`src/rtl/csba_pkg.sv`:
```
// ----------------------------------------------------------------------------
// csba_pkg
// Shared constants, codes and types of the compacting slot block allocator.
// ----------------------------------------------------------------------------
`timescale 1ns / 1ps
`default_nettype none

package csba_pkg;

  // Store geometry
  localparam int TOTAL_BLOCKS = 56;
  localparam int BLOCK_BYTES  = 256;
  localparam int SLOT_COUNT   = 10;

  // Widths
  localparam int BLK_W   = $clog2(TOTAL_BLOCKS + 1);
  localparam int BYTES_W = 15;
  localparam int SIZE_W  = 16;
  localparam int ALU_W   = 16;
  localparam int LEN_W   = 14;
  localparam int ID_W    = 4;
  localparam int IDX_W   = (SLOT_COUNT > 1) ? $clog2(SLOT_COUNT) : 1;

  typedef enum logic [1:0] {
    CMD_RESET  = 2'd0,
    CMD_ALLOC  = 2'd1,
    CMD_DELETE = 2'd2,
    CMD_READ   = 2'd3
  } cmd_e;

  typedef enum logic [1:0] {
    ST_OK      = 2'd0,
    ST_NOSPACE = 2'd1,
    ST_NOSLOT  = 2'd2,
    ST_EMPTY   = 2'd3
  } status_e;

  typedef enum logic [1:0] {
    ALU_CEIL   = 2'd0,  // bytes -> whole blocks
    ALU_REM    = 2'd1,  // block index -> bytes above it
    ALU_SUBSAT = 2'd2   // saturating subtract
  } alu_op_e;

  typedef struct packed {
    alu_op_e            op;
    logic [ALU_W-1:0]   a;
    logic [BLK_W-1:0]   b;
  } alu_req_t;

  typedef struct packed {
    logic [BLK_W-1:0]   start;
    logic [BYTES_W-1:0] bytes;
  } slot_ent_t;

  typedef struct packed {
    logic               en;
    logic [IDX_W-1:0]   idx;
    slot_ent_t          ent;
  } tbl_wr_t;

endpackage

`default_nettype wire

```
`src/rtl/csba_alu.sv`:
```
// ----------------------------------------------------------------------------
// csba_alu
// Shared block arithmetic: round up to blocks, bytes above a block,
// saturating subtract.
// ----------------------------------------------------------------------------
`timescale 1ns / 1ps
`default_nettype none

module csba_alu (
  input  csba_pkg::alu_req_t         req_i,
  output logic [csba_pkg::ALU_W-1:0] y_o
);

  logic [csba_pkg::ALU_W:0]   sum;
  logic [csba_pkg::ALU_W-1:0] b_ext;

  assign sum   = {1'b0, req_i.a} + (csba_pkg::ALU_W + 1)'(csba_pkg::BLOCK_BYTES - 1);
  assign b_ext = csba_pkg::ALU_W'(req_i.b);

  always_comb begin
    case (req_i.op)
      csba_pkg::ALU_CEIL: begin
        y_o = csba_pkg::ALU_W'(sum / csba_pkg::BLOCK_BYTES);
      end
      csba_pkg::ALU_REM: begin
        if (req_i.a < csba_pkg::ALU_W'(csba_pkg::TOTAL_BLOCKS)) begin
          y_o = csba_pkg::ALU_W'((csba_pkg::ALU_W'(csba_pkg::TOTAL_BLOCKS) - req_i.a)
                * csba_pkg::ALU_W'(csba_pkg::BLOCK_BYTES));
        end else begin
          y_o = '0;
        end
      end
      csba_pkg::ALU_SUBSAT: begin
        y_o = (req_i.a > b_ext) ? (req_i.a - b_ext) : '0;
      end
      default: begin
        y_o = '0;
      end
    endcase
  end

endmodule

`default_nettype wire

```
`src/rtl/csba_table.sv`:
```
// ----------------------------------------------------------------------------
// csba_table
// Slot table: first block and byte length per slot, one walk port.
// ----------------------------------------------------------------------------
`timescale 1ns / 1ps
`default_nettype none

module csba_table (
  input  logic                        clk_i,
  input  logic                        rst_ni,
  input  logic [csba_pkg::IDX_W-1:0]  rd_idx_i,
  output csba_pkg::slot_ent_t         rd_o,
  input  csba_pkg::tbl_wr_t           wr_i
);

  csba_pkg::slot_ent_t ent_q [csba_pkg::SLOT_COUNT];

  assign rd_o = ent_q[rd_idx_i];

  always_ff @(posedge clk_i or negedge rst_ni) begin
    if (!rst_ni) begin
      for (int i = 0; i < csba_pkg::SLOT_COUNT; i++) begin
        ent_q[i] <= '0;
      end
    end else if (wr_i.en) begin
      ent_q[wr_i.idx] <= wr_i.ent;
    end
  end

endmodule

`default_nettype wire

```
`src/rtl/csba_ctrl.sv`:
```
// ----------------------------------------------------------------------------
// csba_ctrl
// Command sequencer: gather walk, block arithmetic steps, update walk,
// result register.
// ----------------------------------------------------------------------------
`timescale 1ns / 1ps
`default_nettype none

module csba_ctrl (
  input  logic                          clk_i,
  input  logic                          rst_ni,
  input  logic                          in_valid_i,
  output logic                          in_ready_o,
  input  logic [1:0]                    command_i,
  input  logic [csba_pkg::ID_W-1:0]     slot_id_i,
  input  logic [csba_pkg::SIZE_W-1:0]   byte_size_i,
  output logic                          out_valid_o,
  input  logic                          out_ready_i,
  output logic [1:0]                    status_o,
  output logic [3:0]                    slot_out_o,
  output logic [5:0]                    start_block_o,
  output logic [13:0]                   byte_length_o,
  output logic [5:0]                    move_from_block_o,
  output logic [13:0]                   move_bytes_o,
  output logic [13:0]                   remaining_bytes_o,
  output logic                          free_slot_valid_o,
  output logic [3:0]                    free_slot_o,
  output logic [csba_pkg::IDX_W-1:0]    tbl_rd_idx_o,
  input  csba_pkg::slot_ent_t           tbl_rd_i,
  output csba_pkg::tbl_wr_t             tbl_wr_o,
  output csba_pkg::alu_req_t            alu_req_o,
  input  logic [csba_pkg::ALU_W-1:0]    alu_y_i
);

  typedef enum logic [3:0] {
    S_IDLE,
    S_GATHER,
    S_CEIL,
    S_CHECK,
    S_MOVE,
    S_APPLY,
    S_NEXT,
    S_REMOUT,
    S_FINISH
  } state_e;

  localparam logic [csba_pkg::IDX_W-1:0] LAST_IDX = csba_pkg::IDX_W'(csba_pkg::SLOT_COUNT - 1);

  state_e                          state_q;
  csba_pkg::cmd_e                  cmd_q;
  logic [csba_pkg::ID_W-1:0]       id_q;
  logic [csba_pkg::SIZE_W-1:0]     size_q;
  logic [csba_pkg::IDX_W-1:0]      idx_q;
  logic                            found_q;
  logic [csba_pkg::IDX_W-1:0]      fidx_q;
  logic                            hit_q;
  logic [csba_pkg::BLK_W-1:0]      first_q;
  logic [csba_pkg::BYTES_W-1:0]    nbytes_q;
  logic [csba_pkg::BLK_W-1:0]      nb_q;
  logic [csba_pkg::BLK_W-1:0]      next_q;
  logic                            commit_q;
  logic                            free_v_q;
  logic [csba_pkg::IDX_W-1:0]      free_idx_q;

  // result being built
  csba_pkg::status_e               r_status_q;
  logic [3:0]                      r_slot_q;
  logic [5:0]                      r_start_q;
  logic [13:0]                     r_len_q;
  logic [5:0]                      r_mfrom_q;
  logic [13:0]                     r_mbytes_q;
  logic [13:0]                     r_rem_q;

  // check step outcome
  csba_pkg::status_e               r_status_d;
  logic                            commit_d;
  logic [3:0]                      r_slot_d;
  logic [5:0]                      r_start_d;
  logic [13:0]                     r_len_d;
  logic [5:0]                      r_mfrom_d;

  // output register
  logic                            out_valid_q;
  logic [1:0]                      o_status_q;
  logic [3:0]                      o_slot_q;
  logic [5:0]                      o_start_q;
  logic [13:0]                     o_len_q;
  logic [5:0]                      o_mfrom_q;
  logic [13:0]                     o_mbytes_q;
  logic [13:0]                     o_rem_q;
  logic                            o_fv_q;
  logic [3:0]                      o_fs_q;

  logic [csba_pkg::BLK_W:0]        mfrom;
  logic                            idx_is_id;
  logic [csba_pkg::BYTES_W-1:0]    post_bytes;
  logic [csba_pkg::ALU_W:0]        rem_ext;

  assign mfrom      = {1'b0, first_q} + {1'b0, nb_q};
  assign idx_is_id  = (csba_pkg::ID_W'(idx_q) == id_q);
  assign post_bytes = tbl_wr_o.en ? tbl_wr_o.ent.bytes : tbl_rd_i.bytes;
  assign rem_ext    = {1'b0, alu_y_i};

  assign in_ready_o   = (state_q == S_IDLE);
  assign tbl_rd_idx_o = idx_q;

  // shared unit operand select
  always_comb begin
    alu_req_o.op = csba_pkg::ALU_SUBSAT;
    alu_req_o.a  = '0;
    alu_req_o.b  = nb_q;
    case (state_q)
      S_CEIL: begin
        alu_req_o.op = csba_pkg::ALU_CEIL;
        alu_req_o.a  = (cmd_q == csba_pkg::CMD_ALLOC) ? size_q
                                                       : csba_pkg::ALU_W'(nbytes_q);
      end
      S_CHECK, S_REMOUT: begin
        alu_req_o.op = csba_pkg::ALU_REM;
        alu_req_o.a  = csba_pkg::ALU_W'(next_q);
      end
      S_MOVE: begin
        alu_req_o.op = csba_pkg::ALU_REM;
        alu_req_o.a  = csba_pkg::ALU_W'(mfrom);
      end
      S_APPLY: begin
        alu_req_o.a  = csba_pkg::ALU_W'(tbl_rd_i.start);
      end
      S_NEXT: begin
        alu_req_o.a  = csba_pkg::ALU_W'(next_q);
      end
      default: begin
        alu_req_o.a  = '0;
      end
    endcase
  end

  // status and result fields decided in the check step
  always_comb begin
    r_status_d = csba_pkg::ST_OK;
    commit_d   = 1'b0;
    r_slot_d   = '0;
    r_start_d  = '0;
    r_len_d    = '0;
    r_mfrom_d  = '0;
    case (cmd_q)
      csba_pkg::CMD_RESET: begin
        commit_d = 1'b1;
      end
      csba_pkg::CMD_ALLOC: begin
        // space check comes before the slot check
        if (rem_ext < {1'b0, size_q}) begin
          r_status_d = csba_pkg::ST_NOSPACE;
        end else if (!found_q) begin
          r_status_d = csba_pkg::ST_NOSLOT;
        end else begin
          commit_d  = 1'b1;
          r_slot_d  = 4'(fidx_q);
          r_start_d = 6'(next_q);
          r_len_d   = size_q[13:0];
        end
      end
      csba_pkg::CMD_DELETE: begin
        r_slot_d = id_q;
        if (!hit_q) begin
          r_status_d = csba_pkg::ST_EMPTY;
        end else begin
          commit_d  = 1'b1;
          r_start_d = 6'(first_q);
          r_mfrom_d = 6'(mfrom);
        end
      end
      default: begin
        r_slot_d = id_q;
        if (!hit_q) begin
          r_status_d = csba_pkg::ST_EMPTY;
        end else begin
          r_start_d = 6'(first_q);
          r_len_d   = nbytes_q[13:0];
        end
      end
    endcase
  end

  // table update during the second walk
  always_comb begin
    tbl_wr_o.en  = 1'b0;
    tbl_wr_o.idx = idx_q;
    tbl_wr_o.ent = tbl_rd_i;
    if (state_q == S_APPLY) begin
      case (cmd_q)
        csba_pkg::CMD_RESET: begin
          tbl_wr_o.en  = 1'b1;
          tbl_wr_o.ent = '0;
        end
        csba_pkg::CMD_ALLOC: begin
          if (commit_q && idx_q == fidx_q) begin
            tbl_wr_o.en        = 1'b1;
            tbl_wr_o.ent.start = next_q;
            tbl_wr_o.ent.bytes = csba_pkg::BYTES_W'(size_q);
          end
        end
        csba_pkg::CMD_DELETE: begin
          if (commit_q) begin
            if (idx_is_id) begin
              tbl_wr_o.en  = 1'b1;
              tbl_wr_o.ent = '0;
            end else if (tbl_rd_i.start > first_q) begin
              tbl_wr_o.en        = 1'b1;
              tbl_wr_o.ent.start = csba_pkg::BLK_W'(alu_y_i);
            end
          end
        end
        default: begin
          tbl_wr_o.en = 1'b0;
        end
      endcase
    end
  end

  always_ff @(posedge clk_i or negedge rst_ni) begin
    if (!rst_ni) begin
      state_q     <= S_IDLE;
      next_q      <= '0;
      out_valid_q <= 1'b0;
      idx_q       <= '0;
      found_q     <= 1'b0;
      hit_q       <= 1'b0;
      commit_q    <= 1'b0;
      free_v_q    <= 1'b0;
    end else begin
      // the finish step reloads the output register itself
      if (out_valid_q && out_ready_i && state_q != S_FINISH) begin
        out_valid_q <= 1'b0;
      end
      case (state_q)
        S_IDLE: begin
          if (in_valid_i) begin
            cmd_q    <= csba_pkg::cmd_e'(command_i);
            id_q     <= slot_id_i;
            size_q   <= byte_size_i;
            idx_q    <= '0;
            found_q  <= 1'b0;
            fidx_q   <= '0;
            hit_q    <= 1'b0;
            first_q  <= '0;
            nbytes_q <= '0;
            state_q  <= S_GATHER;
          end
        end
        S_GATHER: begin
          if (tbl_rd_i.bytes == '0 && !found_q) begin
            found_q <= 1'b1;
            fidx_q  <= idx_q;
          end
          if (idx_is_id) begin
            first_q  <= tbl_rd_i.start;
            nbytes_q <= tbl_rd_i.bytes;
            hit_q    <= (tbl_rd_i.bytes != '0);
          end
          if (idx_q == LAST_IDX) begin
            idx_q   <= '0;
            state_q <= S_CEIL;
          end else begin
            idx_q <= idx_q + 1'b1;
          end
        end
        S_CEIL: begin
          nb_q    <= csba_pkg::BLK_W'(alu_y_i);
          state_q <= S_CHECK;
        end
        S_CHECK: begin
          r_status_q <= r_status_d;
          r_slot_q   <= r_slot_d;
          r_start_q  <= r_start_d;
          r_len_q    <= r_len_d;
          r_mfrom_q  <= r_mfrom_d;
          r_mbytes_q <= '0;
          commit_q   <= commit_d;
          state_q    <= S_MOVE;
        end
        S_MOVE: begin
          if (cmd_q == csba_pkg::CMD_DELETE && commit_q) begin
            r_mbytes_q <= alu_y_i[13:0];
          end
          free_v_q   <= 1'b0;
          free_idx_q <= '0;
          idx_q      <= '0;
          state_q    <= S_APPLY;
        end
        S_APPLY: begin
          // lowest empty slot, as the table reads after this write
          if (post_bytes == '0 && !free_v_q) begin
            free_v_q   <= 1'b1;
            free_idx_q <= idx_q;
          end
          if (idx_q == LAST_IDX) begin
            idx_q   <= '0;
            state_q <= S_NEXT;
          end else begin
            idx_q <= idx_q + 1'b1;
          end
        end
        S_NEXT: begin
          if (commit_q) begin
            case (cmd_q)
              csba_pkg::CMD_RESET:  next_q <= '0;
              csba_pkg::CMD_ALLOC:  next_q <= next_q + nb_q;
              csba_pkg::CMD_DELETE: next_q <= csba_pkg::BLK_W'(alu_y_i);
              default:              next_q <= next_q;
            endcase
          end
          state_q <= S_REMOUT;
        end
        S_REMOUT: begin
          r_rem_q <= alu_y_i[13:0];
          state_q <= S_FINISH;
        end
        S_FINISH: begin
          if (!out_valid_q || out_ready_i) begin
            out_valid_q <= 1'b1;
            o_status_q  <= r_status_q;
            o_slot_q    <= r_slot_q;
            o_start_q   <= r_start_q;
            o_len_q     <= r_len_q;
            o_mfrom_q   <= r_mfrom_q;
            o_mbytes_q  <= r_mbytes_q;
            o_rem_q     <= r_rem_q;
            o_fv_q      <= free_v_q;
            o_fs_q      <= free_v_q ? 4'(free_idx_q) : 4'd0;
            state_q     <= S_IDLE;
          end
        end
        default: begin
          state_q <= S_IDLE;
        end
      endcase
    end
  end

  assign out_valid_o       = out_valid_q;
  assign status_o          = o_status_q;
  assign slot_out_o        = o_slot_q;
  assign start_block_o     = o_start_q;
  assign byte_length_o     = o_len_q;
  assign move_from_block_o = o_mfrom_q;
  assign move_bytes_o      = o_mbytes_q;
  assign remaining_bytes_o = o_rem_q;
  assign free_slot_valid_o = o_fv_q;
  assign free_slot_o       = o_fs_q;

endmodule

`default_nettype wire

```
`src/rtl/compacting_slot_block_allocator_unit.sv`:
```
// ----------------------------------------------------------------------------
// compacting_slot_block_allocator_unit
// Slot table allocator over a block store with compaction on delete.
// ----------------------------------------------------------------------------
//  channel | direction | handshake               | beat
//  --------+-----------+-------------------------+--------------------------------
//  in      | input     | in_valid_i / in_ready_o | command, slot id, byte size
//  out     | output    | out_valid_o/out_ready_i | status, location, move, free info
//
//  One command runs from its beat to its result as two walks over the slot table
//  through one port and one shared block-arithmetic unit; the next beat can be
//  taken as soon as the result is loaded into the output register.
//  in_ready_o is high only while the sequencer is idle.
//  A finished result waits in the output register; a stalled result delays
//  the next result but not acceptance of the next command.
//  rst_ni clears the slot table and the next-free-block pointer at once.
// ----------------------------------------------------------------------------
`timescale 1ns / 1ps
`default_nettype none

module compacting_slot_block_allocator_unit (
  input  logic         clk_i,
  input  logic         rst_ni,
  input  logic         in_valid_i,
  output logic         in_ready_o,
  input  logic [1:0]   command_i,
  input  logic [3:0]   slot_id_i,
  input  logic [15:0]  byte_size_i,
  output logic         out_valid_o,
  input  logic         out_ready_i,
  output logic [1:0]   status_o,
  output logic [3:0]   slot_out_o,
  output logic [5:0]   start_block_o,
  output logic [13:0]  byte_length_o,
  output logic [5:0]   move_from_block_o,
  output logic [13:0]  move_bytes_o,
  output logic [13:0]  remaining_bytes_o,
  output logic         free_slot_valid_o,
  output logic [3:0]   free_slot_o
);

  logic [csba_pkg::IDX_W-1:0] tbl_rd_idx;
  csba_pkg::slot_ent_t        tbl_rd;
  csba_pkg::tbl_wr_t          tbl_wr;
  csba_pkg::alu_req_t         alu_req;
  logic [csba_pkg::ALU_W-1:0] alu_y;

  csba_table u_table (
    .clk_i    (clk_i),
    .rst_ni   (rst_ni),
    .rd_idx_i (tbl_rd_idx),
    .rd_o     (tbl_rd),
    .wr_i     (tbl_wr)
  );

  csba_alu u_alu (
    .req_i (alu_req),
    .y_o   (alu_y)
  );

  csba_ctrl u_ctrl (
    .clk_i             (clk_i),
    .rst_ni            (rst_ni),
    .in_valid_i        (in_valid_i),
    .in_ready_o        (in_ready_o),
    .command_i         (command_i),
    .slot_id_i         (slot_id_i),
    .byte_size_i       (byte_size_i),
    .out_valid_o       (out_valid_o),
    .out_ready_i       (out_ready_i),
    .status_o          (status_o),
    .slot_out_o        (slot_out_o),
    .start_block_o     (start_block_o),
    .byte_length_o     (byte_length_o),
    .move_from_block_o (move_from_block_o),
    .move_bytes_o      (move_bytes_o),
    .remaining_bytes_o (remaining_bytes_o),
    .free_slot_valid_o (free_slot_valid_o),
    .free_slot_o       (free_slot_o),
    .tbl_rd_idx_o      (tbl_rd_idx),
    .tbl_rd_i          (tbl_rd),
    .tbl_wr_o          (tbl_wr),
    .alu_req_o         (alu_req),
    .alu_y_i           (alu_y)
  );

endmodule

`default_nettype wire

```
`config.mk`:
```
export PLATFORM = sky130hd
export DESIGN_NAME = compacting_slot_block_allocator_unit
export DESIGN_NICKNAME = d
export VERILOG_FILES = /design/src/rtl/csba_pkg.sv /design/src/rtl/csba_alu.sv /design/src/rtl/csba_table.sv /design/src/rtl/csba_ctrl.sv /design/src/rtl/compacting_slot_block_allocator_unit.sv
export SDC_FILE = /design/constraint.sdc
export NUM_CORES = 1
export LEC_CHECK = 0
export ABC_AREA = 1
export BUFFER_PORTS_ARGS = -buffer_cell sky130_fd_sc_hd__buf_2
export CAP_MARGIN = 25
export CORE_MARGIN = 3
export CORE_UTILIZATION = 50
export CTS_CLUSTER_SIZE = 28
export DETAILED_ROUTE_END_ITERATION = 12
export PLACE_DENSITY = 0.67
export SYNTH_ARGS = -nofsm -noshare
export SYNTH_HDL_FRONTEND = slang
export SYNTH_SLANG_ARGS = --single-unit
export TNS_END_PERCENT = 10
```
`constraint.sdc`:
```
create_clock -name clk_i -period 7.8 [get_ports clk_i]
set_input_delay 0 -clock clk_i [delete_from_list [all_inputs] [get_ports clk_i]]
set_output_delay 0 -clock clk_i [all_outputs]
set_load 0.02 [all_outputs]
```
==> flow_metrics.tcl <==
set metrics [dict create \
    status "completed" \
    cts_tree "done" \
    grt_pass1_wl_mm 84.2 \
    grt_overflow 0 \
    crit_start "u_ctrl.tbl_rd_idx_o[1]$_DFFE_PN0P_" \
    reg2reg_depth 28 \
    slew_violations 0 \
    antenna_found_initial 0 \
    grt_pass1_vias 14900 \
    synth-edff-count 182 \
    drv_cap 0 \
    p_leak_uw 0.00999 \
    synth.yosys.warnings 0 \
    drt_first_pass_iters 6 \
    cts_sinks 411 \
    insertion_delay_ps 580 \
    drive_above_1_share 0.135 \
    irDropWorstVdd_mv 0.179 \
    dieWidth_um 204 \
    hold_path_class "in2async" \
    grt_max_degree 173 \
    ys_types 59 \
    crit_path_frequent_cell "nand2_1" \
    io_pins 93 \
    total_power_uw 6450 \
    syn_area_per_cell_um2 9.37 \
    r2r_setup_slack_ps 1870 \
    ys_seq_area_frac 0.570 \
    rows 71 \
    die_area_um2 41700 \
    hpwl_mm 37.9 \
    ys.flop_type "dfrtp_1" \
    drt_first_iter_violations 1649 \
    routed-via-count 15300 \
    final.setup.tns_ps 0 \
    design_area_um2 22300 \
    fmax_mhz 169 \
    antenna_left 0 \
    rsz0062_at_grt "false" \
    routed_wl_mm 53.7 \
    cp_slowest_cell "dfrtp_1" \
    largest_reg_flops 210 \
    cp-start-kind "flop" \
    synthArstFlopShare 0.557 \
    cts.path.max_buffers 3 \
    drcViolationCount 0 \
    r2r_start "u_ctrl.tbl_rd_idx_o[1]$_DFFE_PN0P_" \
    cp_max_fo 29 \
    period_minus_slack_ps 5930 \
    largestRegisters "u_table.ent_q x210, u_ctrl.size_q x16, u_ctrl.nbytes_q x15" \
    path_class "reg2reg" \
    utilization 0.585 \
    coreArea_um2 38200 \
    most-common-layout-cells "559 x nand2_1, 229 x dfrtp_1, 228 x inv_1" \
    netlist_instances 2097 \
    initial_utilization 0.514 \
    htreeDepth 2 \
    regMostFlops "u_table.ent_q" \
    worst_r2r_endpoint "u_ctrl.r_len_q[2]$_DFFE_PP_" \
    portBuffers 92 \
    vias_per_cell 5.57 \
    worstSetupEndpoint "u_ctrl.r_len_q[2]$_DFFE_PP_" \
    endpoint_kind "flop" \
    cp.required_ps 8100 \
    place_congestion 0.912 \
    fin_crit_sh 0.760 \
    worst_pin_slew_ps 998 \
    finalHoldViolations 0 \
    postPlaceCellArea_um2 20600 \
    cp.arrival_ps 6230 \
    ys_ff_latch 411 \
    slew_headroom 0.334 \
    grt_usage 0.260 \
    powerDensity_nw_per_um2 289 \
    critPathMaxStageDelay_ps 640 \
    final_common_cell "nand2_1" \
    dieHeight_um 204 \
    clk_pin_slew_ps 60 \
    n_antenna_cell 0 \
    final.setup_skew_ps 18.4 \
    setup_viol 0 \
    cts_made_buffers 44 \
    drt-wirelength-per-cell_um 19.5 \
    syn2layout_area_growth_pct 13.7 \
    syn_area_um2 19600 \
    root_buffer "clkbuf_16" \
    finalNetCount 2285 \
]
-- synth_stat cells (all sizes together) (2+ instances only) --
library cell,instances,area (um^2)
a21boi,4,30.0
a21oi,53,269
a221oi,15,131
a22oi,40,320
a31oi,3,18.8
buf,49,314
clkbuf,33,124
dfrtp,229,5730
edfxtp,182,5470
fa,3,60.1
ha,44,551
inv,262,988
nand2,576,2210
nand3,115,653
nand4,12,81.3
nor2,110,475
nor3,18,138
nor4,4,25.0
o211ai,7,52.6
o21a,2,15.0
o21ai,250,1330
o21bai,2,15.0
o22ai,57,438
or2,3,18.8
xnor2,2,17.5
xor2,11,96.3
-- worst min-delay path by stage --
stage,startpoint,endpoint,slack [ps]
floorplan,rst_ni,u_ctrl.commit_q$_DFFE_PN0N_,-300
global placement,rst_ni,u_table.ent_q[83]$_DFFE_PN0P_,-30
detailed placement,rst_ni,u_table.ent_q[83]$_DFFE_PN0P_,-20
CTS,rst_ni,u_table.ent_q[164]$_DFFE_PN0P_,40
global route,rst_ni,u_table.ent_q[122]$_DFFE_PN0P_,70
finish,rst_ni,u_table.ent_q[83]$_DFFE_PN0P_,30
-- layout make-up --
class | instances | area [um^2]
fillers | 3336 | 15900
flip-flops and latches | 411 | 11200
multi-input cells | 1349 | 7080
clock buffers | 60 | 1230
inverters | 263 | 992
repair buffers | 143 | 983
well taps | 511 | 639
clock inverters | 21 | 208
-- timing repair --
item | in CTS | in global routing
hold buffers | 26 | 0
hold endpoints to repair | 91 | 0
resized for setup | 0 | 0
setup endpoints to repair | 0 | 0
setup buffers | 0 | 0
-- worst max-delay path: cells and delay by family, from the launching register on --
kind / cells / cell delay (ps)
buffers and inverters: 4 / 760
flip-flops: 1 / 640
AND/OR/NAND/NOR: 12 / 1700
AO/OA/AOI/OAI: 9 / 1670
adder cells (fa/ha/maj): 3 / 900
-- power by group --
| group | switching (uW) | internal, uW |
|---|---|---|
| combinational | 1310 | 462 |
| clock | 855 | 1240 |
| sequential | 123 | 2460 |
-- routing by layer --
layer / global-route usage / up-vias / routed length [um]
met4: 0.0828 / 0 / 1730
met1: 0.359 / 7384 / 23100
met5: 0 / - / 0
li1: - / 7241 / -
met2: 0.412 / 614 / 24500
met3: 0.0577 / 110 / 4280
-- per-stage QoR --
stage | instances | hold slack, ps | setup slack, ps
2_1_floorplan | 2105 | -296 | 2020
3_3_place_gp | 2648 | -25.9 | 1620
3_5_place_dp | 2649 | -21.7 | 1480
4_1_cts | 2756 | 45.0 | 1470
5_1_grt | 2758 | 72.8 | 1320
6_report | 2758 | 34.2 | 1870
-- cell families (layout without fill, tap and decap cells) --
group                      Yosys count  in the layout  synth area share
and+or+nand+nor                    838            838             0.183
other                                1              9          0.000191
buffers and inverters              345            487            0.0728
AOI/OAI and AO/OA                  442            442             0.137
xor gates and xnor gates            13             13           0.00580
DFF                                411            411             0.570
adders and majority gates           47             47            0.0311
Power figures use the tool's default switching activity.
